$ cat src/rtl/apt_pkg.sv
// ----------------------------------------------------------------------------
// apt_pkg
// shared types, constants and option register indexes of the text folder
// ----------------------------------------------------------------------------
package apt_pkg;

    localparam int INDEX_BITS = 16;
    localparam int FIFO_DEPTH = 4;
    localparam int FIFO_AW    = $clog2(FIFO_DEPTH);

    typedef logic [15:0]           unit_t;
    typedef logic [INDEX_BITS-1:0] pos_t;

    localparam unit_t CU_ZWNJ      = 16'h200C;
    localparam unit_t CU_ZWJ       = 16'h200D;
    localparam unit_t CU_FATHATAN  = 16'h064B;
    localparam unit_t CU_SUKUN     = 16'h0652;
    localparam unit_t CU_SUP_ALEF  = 16'h0670;
    localparam unit_t CU_TATWEEL   = 16'h0640;
    localparam unit_t CU_LAM       = 16'h0644;
    localparam unit_t CU_ALEF      = 16'h0627;
    localparam unit_t CU_FA_YEH    = 16'h06CC;
    localparam unit_t CU_KEHEH     = 16'h06A9;
    localparam unit_t CU_HEH       = 16'h0647;
    localparam unit_t CU_FA_ZERO   = 16'h06F0;
    localparam unit_t CU_FA_NINE   = 16'h06F9;
    localparam unit_t CU_AR_ZERO   = 16'h0660;
    localparam unit_t CU_AR_NINE   = 16'h0669;
    localparam unit_t CU_ASCII_ZERO = 16'h0030;

    typedef enum logic [2:0] {
        CFG_STRIP_JOINERS     = 3'd0,
        CFG_STRIP_DIACRITICS  = 3'd1,
        CFG_COLLAPSE_LAM_ALEF = 3'd2,
        CFG_UNIFY_LETTERS     = 3'd3,
        CFG_UNIFY_DIGITS      = 3'd4
    } cfg_index_t;

    typedef struct packed {
        logic strip_joiners;
        logic strip_diacritics;
        logic collapse_lam_alef;
        logic unify_letters;
        logic unify_digits;
    } opts_t;

    typedef struct packed {
        unit_t       unit;
        logic [15:0] idx;
        logic        has_char;
        logic        last;
    } result_t;

    typedef struct packed {
        logic [1:0] count;
        result_t    first;
        result_t    second;
    } push_t;

    function automatic logic [15:0] to_src_index(input pos_t pos);
        logic [31:0] wide;
        wide = 32'(pos);
        return wide[15:0];
    endfunction

endpackage

$ cat src/rtl/arabic_persian_text_folder.sv
// ----------------------------------------------------------------------------
// arabic_persian_text_folder
// folds a stream of arabic and persian utf-16 units with one unit of lookahead
// ----------------------------------------------------------------------------
// path: an accepted item waits in the input register until the four-entry
//   result queue has room, is then folded, and its results go into the queue
// throughput: one item per cycle while the queue has room; an item with two
//   results gives them in turn through the single result port draining the queue
// reset: options all on, lam lookahead and position cleared, result queue empty
module arabic_persian_text_folder (
    input  logic        clk,
    input  logic        rst_n,
    input  logic        in_valid,
    output logic        in_stall,
    input  logic [15:0] code_unit,
    input  logic        end_of_text,
    output logic        out_valid,
    input  logic        out_stall,
    output logic [15:0] out_unit,
    output logic [15:0] source_index,
    output logic        has_char,
    output logic        last_of_text,
    input  logic        cfg_valid,
    output logic        cfg_ready,
    input  logic [2:0]  cfg_index,
    input  logic        cfg_data
);

    apt_pkg::opts_t   opts_reg;
    logic             in_valid_reg;
    apt_pkg::unit_t   cu_reg;
    logic             eot_reg;
    logic             lam_pending_reg, lam_pending_next;
    apt_pkg::pos_t    lam_pos_reg, lam_pos_next;
    apt_pkg::pos_t    raw_pos_reg, raw_pos_next;
    apt_pkg::push_t   push;
    apt_pkg::result_t head;
    logic             room;
    logic             fire;
    logic             in_take;

    assign cfg_ready = 1'b1;
    assign fire      = in_valid_reg && room;
    assign in_stall  = in_valid_reg && !room;
    assign in_take   = in_valid && !in_stall;

    always_ff @(posedge clk or negedge rst_n)
    begin
        if (!rst_n)
        begin
            opts_reg <= '1;
        end
        else if (cfg_valid && cfg_ready)
        begin
            unique case (cfg_index)
                apt_pkg::CFG_STRIP_JOINERS:     opts_reg.strip_joiners     <= cfg_data;
                apt_pkg::CFG_STRIP_DIACRITICS:  opts_reg.strip_diacritics  <= cfg_data;
                apt_pkg::CFG_COLLAPSE_LAM_ALEF: opts_reg.collapse_lam_alef <= cfg_data;
                apt_pkg::CFG_UNIFY_LETTERS:     opts_reg.unify_letters     <= cfg_data;
                apt_pkg::CFG_UNIFY_DIGITS:      opts_reg.unify_digits      <= cfg_data;
                default:                        opts_reg <= opts_reg;
            endcase
        end
    end

    // input register
    always_ff @(posedge clk or negedge rst_n)
    begin
        if (!rst_n)
            in_valid_reg <= 1'b0;
        else if (in_take)
            in_valid_reg <= 1'b1;
        else if (fire)
            in_valid_reg <= 1'b0;
    end

    always_ff @(posedge clk)
    begin
        if (in_take)
        begin
            cu_reg  <= code_unit;
            eot_reg <= end_of_text;
        end
    end

    // lookahead and position state
    always_ff @(posedge clk or negedge rst_n)
    begin
        if (!rst_n)
        begin
            lam_pending_reg <= 1'b0;
            lam_pos_reg     <= '0;
            raw_pos_reg     <= '0;
        end
        else if (fire)
        begin
            lam_pending_reg <= lam_pending_next;
            lam_pos_reg     <= lam_pos_next;
            raw_pos_reg     <= raw_pos_next;
        end
    end

    apt_fold u_fold (
        .cu               (cu_reg),
        .eot              (eot_reg),
        .opts             (opts_reg),
        .lam_pending      (lam_pending_reg),
        .lam_pos          (lam_pos_reg),
        .raw_pos          (raw_pos_reg),
        .push             (push),
        .lam_pending_next (lam_pending_next),
        .lam_pos_next     (lam_pos_next),
        .raw_pos_next     (raw_pos_next)
    );

    apt_result_fifo u_fifo (
        .clk       (clk),
        .rst_n     (rst_n),
        .push_en   (fire),
        .push      (push),
        .pop       (!out_stall),
        .head      (head),
        .not_empty (out_valid),
        .room      (room)
    );

    assign out_unit     = head.unit;
    assign source_index = head.idx;
    assign has_char     = head.has_char;
    assign last_of_text = head.last;

    // checks
    a_stall_needs_item: assert property (@(posedge clk) disable iff (!rst_n)
        in_stall |-> in_valid_reg)
        else $error("stall raised with no held item");

    a_eot_clears_state: assert property (@(posedge clk) disable iff (!rst_n)
        fire && eot_reg |=> raw_pos_reg == '0 && !lam_pending_reg)
        else $error("end of text did not clear position and lookahead");

    a_marker_is_last: assert property (@(posedge clk) disable iff (!rst_n)
        out_valid && !has_char |-> last_of_text)
        else $error("bare marker not flagged last");

    a_eot_always_yields: assert property (@(posedge clk) disable iff (!rst_n)
        fire && eot_reg |-> push.count != 2'd0)
        else $error("end of text item gave no result");

endmodule

$ cat src/rtl/apt_fold.sv
// ----------------------------------------------------------------------------
// apt_fold
// per-item folding: drop rules, lam-alef lookahead, letter and digit folding
// ----------------------------------------------------------------------------
module apt_fold (
    input  apt_pkg::unit_t  cu,
    input  logic            eot,
    input  apt_pkg::opts_t  opts,
    input  logic            lam_pending,
    input  apt_pkg::pos_t   lam_pos,
    input  apt_pkg::pos_t   raw_pos,
    output apt_pkg::push_t  push,
    output logic            lam_pending_next,
    output apt_pkg::pos_t   lam_pos_next,
    output apt_pkg::pos_t   raw_pos_next
);

    function automatic apt_pkg::unit_t fold_unit(input apt_pkg::unit_t cp,
                                                 input apt_pkg::opts_t o);
        apt_pkg::unit_t u;
        u = cp;
        if (o.unify_letters)
        begin
            case (cp)
                16'h064A, 16'h0649:                   u = apt_pkg::CU_FA_YEH;
                16'h0643:                             u = apt_pkg::CU_KEHEH;
                16'h0622, 16'h0623, 16'h0625, 16'h0671: u = apt_pkg::CU_ALEF;
                16'h0629, 16'h06C0:                   u = apt_pkg::CU_HEH;
                default:                              u = u;
            endcase
        end
        if (o.unify_digits)
        begin
            if (cp >= apt_pkg::CU_FA_ZERO && cp <= apt_pkg::CU_FA_NINE)
                u = cp - apt_pkg::CU_FA_ZERO + apt_pkg::CU_ASCII_ZERO;
            else if (cp >= apt_pkg::CU_AR_ZERO && cp <= apt_pkg::CU_AR_NINE)
                u = cp - apt_pkg::CU_AR_ZERO + apt_pkg::CU_ASCII_ZERO;
        end
        return u;
    endfunction

    logic [15:0]      pos16;
    logic             drop;
    apt_pkg::result_t item;

    assign pos16 = apt_pkg::to_src_index(raw_pos);

    always_comb
    begin
        push             = '0;
        lam_pending_next = lam_pending;
        lam_pos_next     = lam_pos;
        drop             = 1'b0;
        item             = '0;

        if (lam_pending && cu == apt_pkg::CU_ALEF)
        begin
            lam_pending_next = 1'b0;
            push.first       = '{unit: apt_pkg::CU_LAM, idx: pos16, has_char: 1'b1,
                                 last: 1'b0};
            push.count       = 2'd1;
        end
        else
        begin
            if (lam_pending)
            begin
                lam_pending_next = 1'b0;
                push.first       = '{unit: apt_pkg::CU_LAM,
                                     idx: apt_pkg::to_src_index(lam_pos),
                                     has_char: 1'b1, last: 1'b0};
                push.count       = 2'd1;
            end
            if (opts.strip_joiners && (cu == apt_pkg::CU_ZWNJ || cu == apt_pkg::CU_ZWJ))
                drop = 1'b1;
            if (opts.strip_diacritics &&
                ((cu >= apt_pkg::CU_FATHATAN && cu <= apt_pkg::CU_SUKUN) ||
                 cu == apt_pkg::CU_SUP_ALEF || cu == apt_pkg::CU_TATWEEL))
                drop = 1'b1;
            if (!drop)
            begin
                if (opts.collapse_lam_alef && cu == apt_pkg::CU_LAM && !eot)
                begin
                    lam_pending_next = 1'b1;
                    lam_pos_next     = raw_pos;
                end
                else
                begin
                    item = '{unit: fold_unit(cu, opts), idx: pos16, has_char: 1'b1,
                             last: 1'b0};
                    if (push.count == 2'd0)
                        push.first = item;
                    else
                        push.second = item;
                    push.count = push.count + 2'd1;
                end
            end
        end

        if (eot)
        begin
            case (push.count)
                2'd0:
                begin
                    push.first = '{unit: '0, idx: pos16, has_char: 1'b0, last: 1'b1};
                    push.count = 2'd1;
                end
                2'd1:    push.first.last  = 1'b1;
                default: push.second.last = 1'b1;
            endcase
            lam_pending_next = 1'b0;
            raw_pos_next     = '0;
        end
        else
        begin
            raw_pos_next = raw_pos + apt_pkg::pos_t'(1);
        end
    end

endmodule

$ cat src/rtl/apt_result_fifo.sv
// ----------------------------------------------------------------------------
// apt_result_fifo
// result queue taking up to two results a cycle and giving one
// ----------------------------------------------------------------------------
module apt_result_fifo (
    input  logic             clk,
    input  logic             rst_n,
    input  logic             push_en,
    input  apt_pkg::push_t   push,
    input  logic             pop,
    output apt_pkg::result_t head,
    output logic             not_empty,
    output logic             room
);

    apt_pkg::result_t mem_reg [apt_pkg::FIFO_DEPTH];

    logic [apt_pkg::FIFO_AW-1:0] wr_ptr_reg, wr_ptr_next;
    logic [apt_pkg::FIFO_AW-1:0] rd_ptr_reg, rd_ptr_next;
    logic [apt_pkg::FIFO_AW:0]   fill_reg, fill_next;
    logic [apt_pkg::FIFO_AW:0]   fill_after_pop;
    logic [apt_pkg::FIFO_AW:0]   push_n;
    logic [apt_pkg::FIFO_AW-1:0] wr_ptr_plus1;
    logic                        do_pop;

    assign not_empty      = (fill_reg != '0);
    assign head           = mem_reg[rd_ptr_reg];
    assign do_pop         = pop && not_empty;
    assign fill_after_pop = fill_reg - (apt_pkg::FIFO_AW + 1)'(do_pop);
    assign room           = (fill_after_pop <= (apt_pkg::FIFO_AW + 1)'(apt_pkg::FIFO_DEPTH - 2));
    assign push_n         = push_en ? (apt_pkg::FIFO_AW + 1)'(push.count) : '0;
    assign wr_ptr_plus1   = wr_ptr_reg + apt_pkg::FIFO_AW'(1);
    assign wr_ptr_next    = wr_ptr_reg + push_n[apt_pkg::FIFO_AW-1:0];
    assign rd_ptr_next    = rd_ptr_reg + apt_pkg::FIFO_AW'(do_pop);
    assign fill_next      = fill_after_pop + push_n;

    always_ff @(posedge clk or negedge rst_n)
    begin
        if (!rst_n)
        begin
            wr_ptr_reg <= '0;
            rd_ptr_reg <= '0;
            fill_reg   <= '0;
        end
        else
        begin
            wr_ptr_reg <= wr_ptr_next;
            rd_ptr_reg <= rd_ptr_next;
            fill_reg   <= fill_next;
        end
    end

    always_ff @(posedge clk)
    begin
        if (push_en && push.count != 2'd0)
            mem_reg[wr_ptr_reg] <= push.first;
        if (push_en && push.count == 2'd2)
            mem_reg[wr_ptr_plus1] <= push.second;
    end

endmodule
$ cat config.mk
export PLATFORM = sky130hd
export DESIGN_NAME = arabic_persian_text_folder
export DESIGN_NICKNAME = d
export VERILOG_FILES = /design/src/rtl/apt_pkg.sv /design/src/rtl/arabic_persian_text_folder.sv /design/src/rtl/apt_fold.sv /design/src/rtl/apt_result_fifo.sv
export SDC_FILE = /design/constraint.sdc
export NUM_CORES = 1
export LEC_CHECK = 0
export BUFFER_PORTS_ARGS = -buffer_cell sky130_fd_sc_hd__buf_2
export CAP_MARGIN = 20
export CORE_MARGIN = 3
export CORE_UTILIZATION = 66
export DETAILED_ROUTE_END_ITERATION = 7
export PLACE_DENSITY_LB_ADDON = 0.1
export SLEW_MARGIN = 15
export SYNTH_ARGS = -nofsm -noshare
export SYNTH_HDL_FRONTEND = slang
export SYNTH_SLANG_ARGS = --single-unit
export TNS_END_PERCENT = 1
$ cat constraint.sdc
create_clock -name clk -period 9.2 [get_ports clk]
set_input_delay 0 -clock clk [delete_from_list [all_inputs] [get_ports clk]]
set_output_delay 0 -clock clk [all_outputs]
set_load 0.02 [all_outputs]
==> flow_summary.toml, run 1 <==
[outcome]
status = "completed"

[global_routing]
grt_pass1_wl_um = 37700
antenna_found_initial = 0
overflow = 0
grt_max_degree = 47
grt_pass1_vias = 7012
grt_usage_pct = 29.2

[worst_setup_path]
cp.arrival_ps = 5130
start_kind = "flip-flop"
cp_cell_sequence = "or4_1 -> nor2_2 -> nand3_1 -> or4_4 -> inv_2 -> ha_1 -> or4b_1 -> or3_1 -> mux2i_1 -> or2_1 -> nor2_1"
critical_path_class = "flip-flop to flip-flop"
cp.required_ps = 9370
critical-path-max-stage-delay_ps = 710
crit_fanout = 13
endpoint_kind = "flip-flop"
cpMaxStageDelayCell = "or4_1"

[layout]
final_nets = 897
drive_above_1_share_pct = 22.1
final_area_sq_mm = 0.0115
area.growth.synth_to_final_pct = 12.7
largest_register_ffs = 136
diodes = 0

[placement]
dp_hpwl_um = 15100
dp_slack_ps = 4350
postPlaceCellArea_sq_mm = 0.0106
routabilityCongestion = 0.932
port_buffers = 61

[drt]
drt_pass1_iterations = 5
ant_nets = 0
drc = 0
dr.first_iter.drc_count = 845
routed_wirelength_um = 23700
vias = 7126
avgViaCountPerCell = 6.79
wire_per_inst_um = 22.6

[job]
cap_viol_max_count = 0

[floorplan]
die_h_um = 130
core_area_sq_mm = 0.0148
initial_core_util_pct = 69.0
io_pins = 63
die_w_um = 130
std_cell_rows = 44
die_area_sq_mm = 0.0170

[logic_synthesis]
ys_ff_latch = 199
syn_nets = 840
yosysMostFrequentCell = "edfxtp_1"
synthCells = 795
syn_avg_cell_area_sq_um = 12.8
async_flop_share_pct = 23.1
synth_edf_count = 153
synth_top_area_share_pct = 45.0
ys_top_cells_by_area = "edfxtp_1, dfrtp_1, mux4_2"
ys_seq_area_share_pct = 56.3
syn_area_sq_mm = 0.0102
synthFlopType = "edfxtp_1"
synth.distinct_cells = 76
synth.largest_area_cell = "edfxtp_1"
yosys_warnings = 0
synth_common_cells = "edfxtp_1, nor2_1, a22o_1, nand2_1, dfrtp_1"

[timing]
finClkSkew_ps = 7.86
hold_viol = 0
finalCritPeriodShare_pct = 53.9
setup_viol_count_final = 0
setup-tns-final_ps = 0
fmax_ghz = 0.202
tightest_slew_ps = 1070
drv_slew = 0
fin_ws_ps = 4240
rsz0062_at_grt = "no"
period_minus_slack_ps = 4960
relSlewSlack_pct = 28.5

[cts]
cts_max_path_buffers = 2
cts_root_buf = "clkbuf_16"
clk_pin_slew_ps = 70
postCtsResizedCells = 0
cts_tree = "built"
post_cts_buffers = 0
cts_buffers = 17
cts_max_level = 4
cts_num_sinks = 199
insertion_delay_ps = 430

[min_path]
hp-class = "input pin to flip-flop"

[power]
peakVddDrop_v = 0.000295
p_leak_nw = 4.37
p_per_area_mw_per_mm2 = 282
==> worst max-delay path: cells and delay by family, from the launching register on <==
kind	cells	cell delay, ps
fa+ha+maj	1	300
buf+inv	1	140
flops	1	470
mux	1	290
simple gates	8	3500
==> report_power, final <==
| group | switching, mW | internal [mW] | total, mW |
|---|---|---|---|
| registers | 0.148 | 1.24 | 1.39 |
| clock network | 0.351 | 0.386 | 0.736 |
| logic | 0.669 | 0.451 | 1.12 |
==> metal layers <==
layer,global-route usage (%),routed length (um),up-vias
li1,-,-,3174
met1,43.0,9730,3528
met2,44.5,11300,395
met3,6.95,2360,29
met4,8.05,327,0
met5,0,0,-
==> logic make-up (layout without fill, tap and decap cells) <==
family	after synthesis	count (layout)	synth area share [%]
muxes	66	66	10.9
xor gates and xnor gates	17	17	1.46
DFF	199	199	56.3
adders and majority gates	19	19	2.40
and+or+nand+nor	238	238	11.8
AOI/OAI and AO/OA	176	176	13.4
other	1	1	0.0367
buffers and inverters	79	149	3.65
==> per-stage QoR <==
stage          power (mW)  util, %  hold WS (ps)  std cells
2_1_floorplan        2.14        -          -296        795
3_3_place_gp         2.45     71.2           176        986
3_5_place_dp         2.51     71.6           178        988
4_1_cts              3.25     77.5          3.53       1048
5_1_grt              3.41     77.7          35.5       1049
6_report             3.25     77.7          21.3       1049
==> placed cells by master, fill, tap and decap left out, types with 21 or more instances in the layout <==
cell type and count:
nand3_1 25, nand2_1 49, a21oi_1 24, mux4_2 34, buf_2 61, a22o_1 67, nor2_1 76, dlygate4sd3_1 28
mux2_2 21, o21ai_0 28, edfxtp_1 153, dfrtp_1 40
==> cell type report <==
type,count,area [sq um]
clock inverter,12,126
inverter,18,67.6
fill,938,3300
clock buffer,20,468
timing repair buffer,99,721
tap,184,230
multi-input combinational,517,4150
sequential,199,5750
==> path summary, 6_finish.rpt <==
path	endpoint	cells past startpoint	slack [ps]	from
hold reg to reg	u_fifo.rd_ptr_reg[1]	1	480	u_fifo.rd_ptr_reg[1]
setup reg to reg	u_fifo.mem_reg[3][22]	11	4240	cu_reg[12]
max in group asynchronous	lam_pos_reg[12]	3	8540	rst_n
hold / removal	opts_reg[3]	3	20	cfg_index[2]
setup / recovery	u_fifo.mem_reg[3][22]	11	4240	cu_reg[12]
min in group asynchronous	raw_pos_reg[3]	2	120	rst_n
==> what timing repair did <==
| action | CTS | global route |
|---|---|---|
| hold buffers | 28 | 0 |
| setup endpoints to repair | 0 | 0 |
| endpoints found under the hold margin | 65 | 0 |
(Power assumes the default switching activity.)
==> run 2, diff against run 1 <==
- CORE_UTILIZATION: 66 -> 55
- clock period: 9.2 -> 4 ns (I/O delays scaled with it)
==> run 2 against run 1 <==
Against the previous run:
- non-clock buffer count is 52 higher
- clock skew is 5.1 ps higher
- first-iteration DRC count is 16% lower
- design area is 4.5% higher
- total power is 130% higher
- die area is 19% higher
- combinational power is 150% higher
- clock power is 120% higher
- global-route usage is 3.9 points lower
- sequential cell count stayed put
- sequential power is 130% higher
- critical path type unchanged
- critical endpoint is now u_fifo.mem_reg[3][11]
- highest routed layer unchanged
==> flow_summary.toml, run 2 (synthesized netlist as in run 1, its figures left out) <==
[outcome]
status = "completed"

[timing]
period_minus_slack_ps = 3890
relSlewSlack_pct = 38.4
tightest_slew_ps = 925
setup_viol_count_final = 0
hold_viol = 0
fmax_ghz = 0.257
finClkSkew_ps = 12.9
finalCritPeriodShare_pct = 97.4
drv_slew = 0
rsz0062_at_grt = "no"

[layout]
diodes = 0
ff_latch_area_sq_mm = 0.00575
largest_register_ffs = 136
n_fill_cell = 1340
final_cell_mix = "edfxtp_1, nor2_1, a22o_1"
final_area_sq_mm = 0.0120
area.growth.synth_to_final_pct = 17.7
final_core_util_pct = 66.5
final_common_cell = "edfxtp_1"
final_nets = 949
drive_above_1_share_pct = 27.3
multiInputGateArea_sq_mm = 0.00417

[placement]
port_buffers = 61
postPlaceCellArea_sq_mm = 0.0112
routabilityCongestion = 0.916
dp_hpwl_um = 17000

[floorplan]
std_cell_rows = 49
die_w_um = 142
die_area_sq_mm = 0.0202
io_pins = 63
die_h_um = 142
initial_core_util_pct = 56.5
core_area_sq_mm = 0.0181

[cts]
post_cts_buffers = 0
cts_num_sinks = 199
cts_buffers = 17
cts_root_buf = "clkbuf_16"
cts_max_path_buffers = 2
cts_max_level = 4
clk_pin_slew_ps = 80
cts_tree = "built"
insertion_delay_ps = 440

[global_routing]
grt_pass1_wl_um = 39300
antenna_found_initial = 0
grt_usage_pct = 25.3
grt_max_degree = 47
overflow = 0
grt_pass1_vias = 7086

[job]
cap_viol_max_count = 0

[worst_setup_path]
endpoint_kind = "flip-flop"
reg2reg_depth = 12
crit_fanout = 16
start_kind = "flip-flop"
cp.arrival_ps = 4080
reg2reg_from = "cu_reg[13]"
critical_path_class = "flip-flop to flip-flop"
cp.required_ps = 4180
rrSetupSlack_ps = 110
rr_endpoint = "u_fifo.mem_reg[3][11]"

[drt]
routed_wirelength_um = 24800
drt_pass1_iterations = 5
ant_nets = 0
drc = 0
vias = 7228
wire_per_inst_um = 21.6
avgViaCountPerCell = 6.31
dr.first_iter.drc_count = 707

[power]
p_leak_nw = 4.64
peakVddDrop_v = 0.000570
p_per_area_mw_per_mm2 = 631

[min_path]
hp-class = "input pin to flip-flop"
hold_path_end = "opts_reg[0]"
hold_start = "cfg_valid"
hold_depth = 4
run 2: cell types whose count changed in the layout (fill, tap and decap cells not counted), moves of 3 or more:
cell    before  now
buf_4        7   53
buf_16       3    0
buf_12       0   11
inv_8        3    0
run 2: worst max path at each step:
stage,from,end,slack (ps),cells after the start
2_1_floorplan,cu_reg[12],u_fifo.mem_reg[1][14],10,14
3_3_place_gp,cu_reg[13],u_fifo.mem_reg[2][10],80,10
3_5_place_dp,cu_reg[13],u_fifo.mem_reg[2][13],-20,10
4_1_cts,cu_reg[13],u_fifo.mem_reg[3][11],50,12
5_1_grt,cu_reg[13],u_fifo.mem_reg[1][33],10,12
6_report,cu_reg[13],u_fifo.mem_reg[3][11],110,12
run 2: layer usage:
layer	up-vias	GRT usage, %	share of wire, %
met5	-	0	0
met4	0	6.72	1.3
met2	314	39.0	48
li1	3272	-	-
met1	3608	37.4	44
met3	34	4.64	6.7
run 2: power breakdown:
group / leakage [nW] / internal [mW] / switching (mW) / total [mW]
sequential: 2.01 / 2.85 / 0.314 / 3.16
combinational: 2.35 / 1.18 / 1.61 / 2.79
clock: 0.279 / 0.859 / 0.781 / 1.64
total: 4.64 / 4.89 / 2.71 / 7.59
run 2: metrics by stage:
step / std cells / total power, mW / TNS (ps) / setup WS (ps) / hold WS [ps]
floorplan: 795 / 4.95 / 0 / 11.1 / -296
global placement: 1087 / 5.89 / 0 / 77.5 / 177
detailed placement: 1087 / 5.98 / -88.1 / -20.5 / 178
CTS: 1145 / 7.64 / 0 / 47.3 / 26.1
global route: 1146 / 8.00 / 0 / 9.67 / 31.6
finish: 1146 / 7.59 / 0 / 105 / 40.4
run 2: worst max-delay path: stages, from the launching register on:
cell and delay (ps):
edfxtp_1 410, or4_4 570, nor2_4 110, nand3_2 110, or4_4 460, inv_4 70
ha_1 240, or4b_4 530, or3_4 450, nor2_2 150, a21oi_4 40, buf_4 220
a22o_1 270
run 2: cell type report:
cell class              instances  share of cell area, %
inverters                      18                  0.583
well taps                     229                   2.38
clock inverters                11                  0.759
multi-input cells             517                   34.7
clock buffers                  21                   3.91
repair buffers                151                   9.84
flip-flops and latches        199                   47.8
run 2: what timing repair did:
action	CTS	global route
gates resized for setup	1	2
pin swaps	1	0
hold buffers	26	0
endpoints found under the setup margin	16	30
hold endpoints to repair	65	0
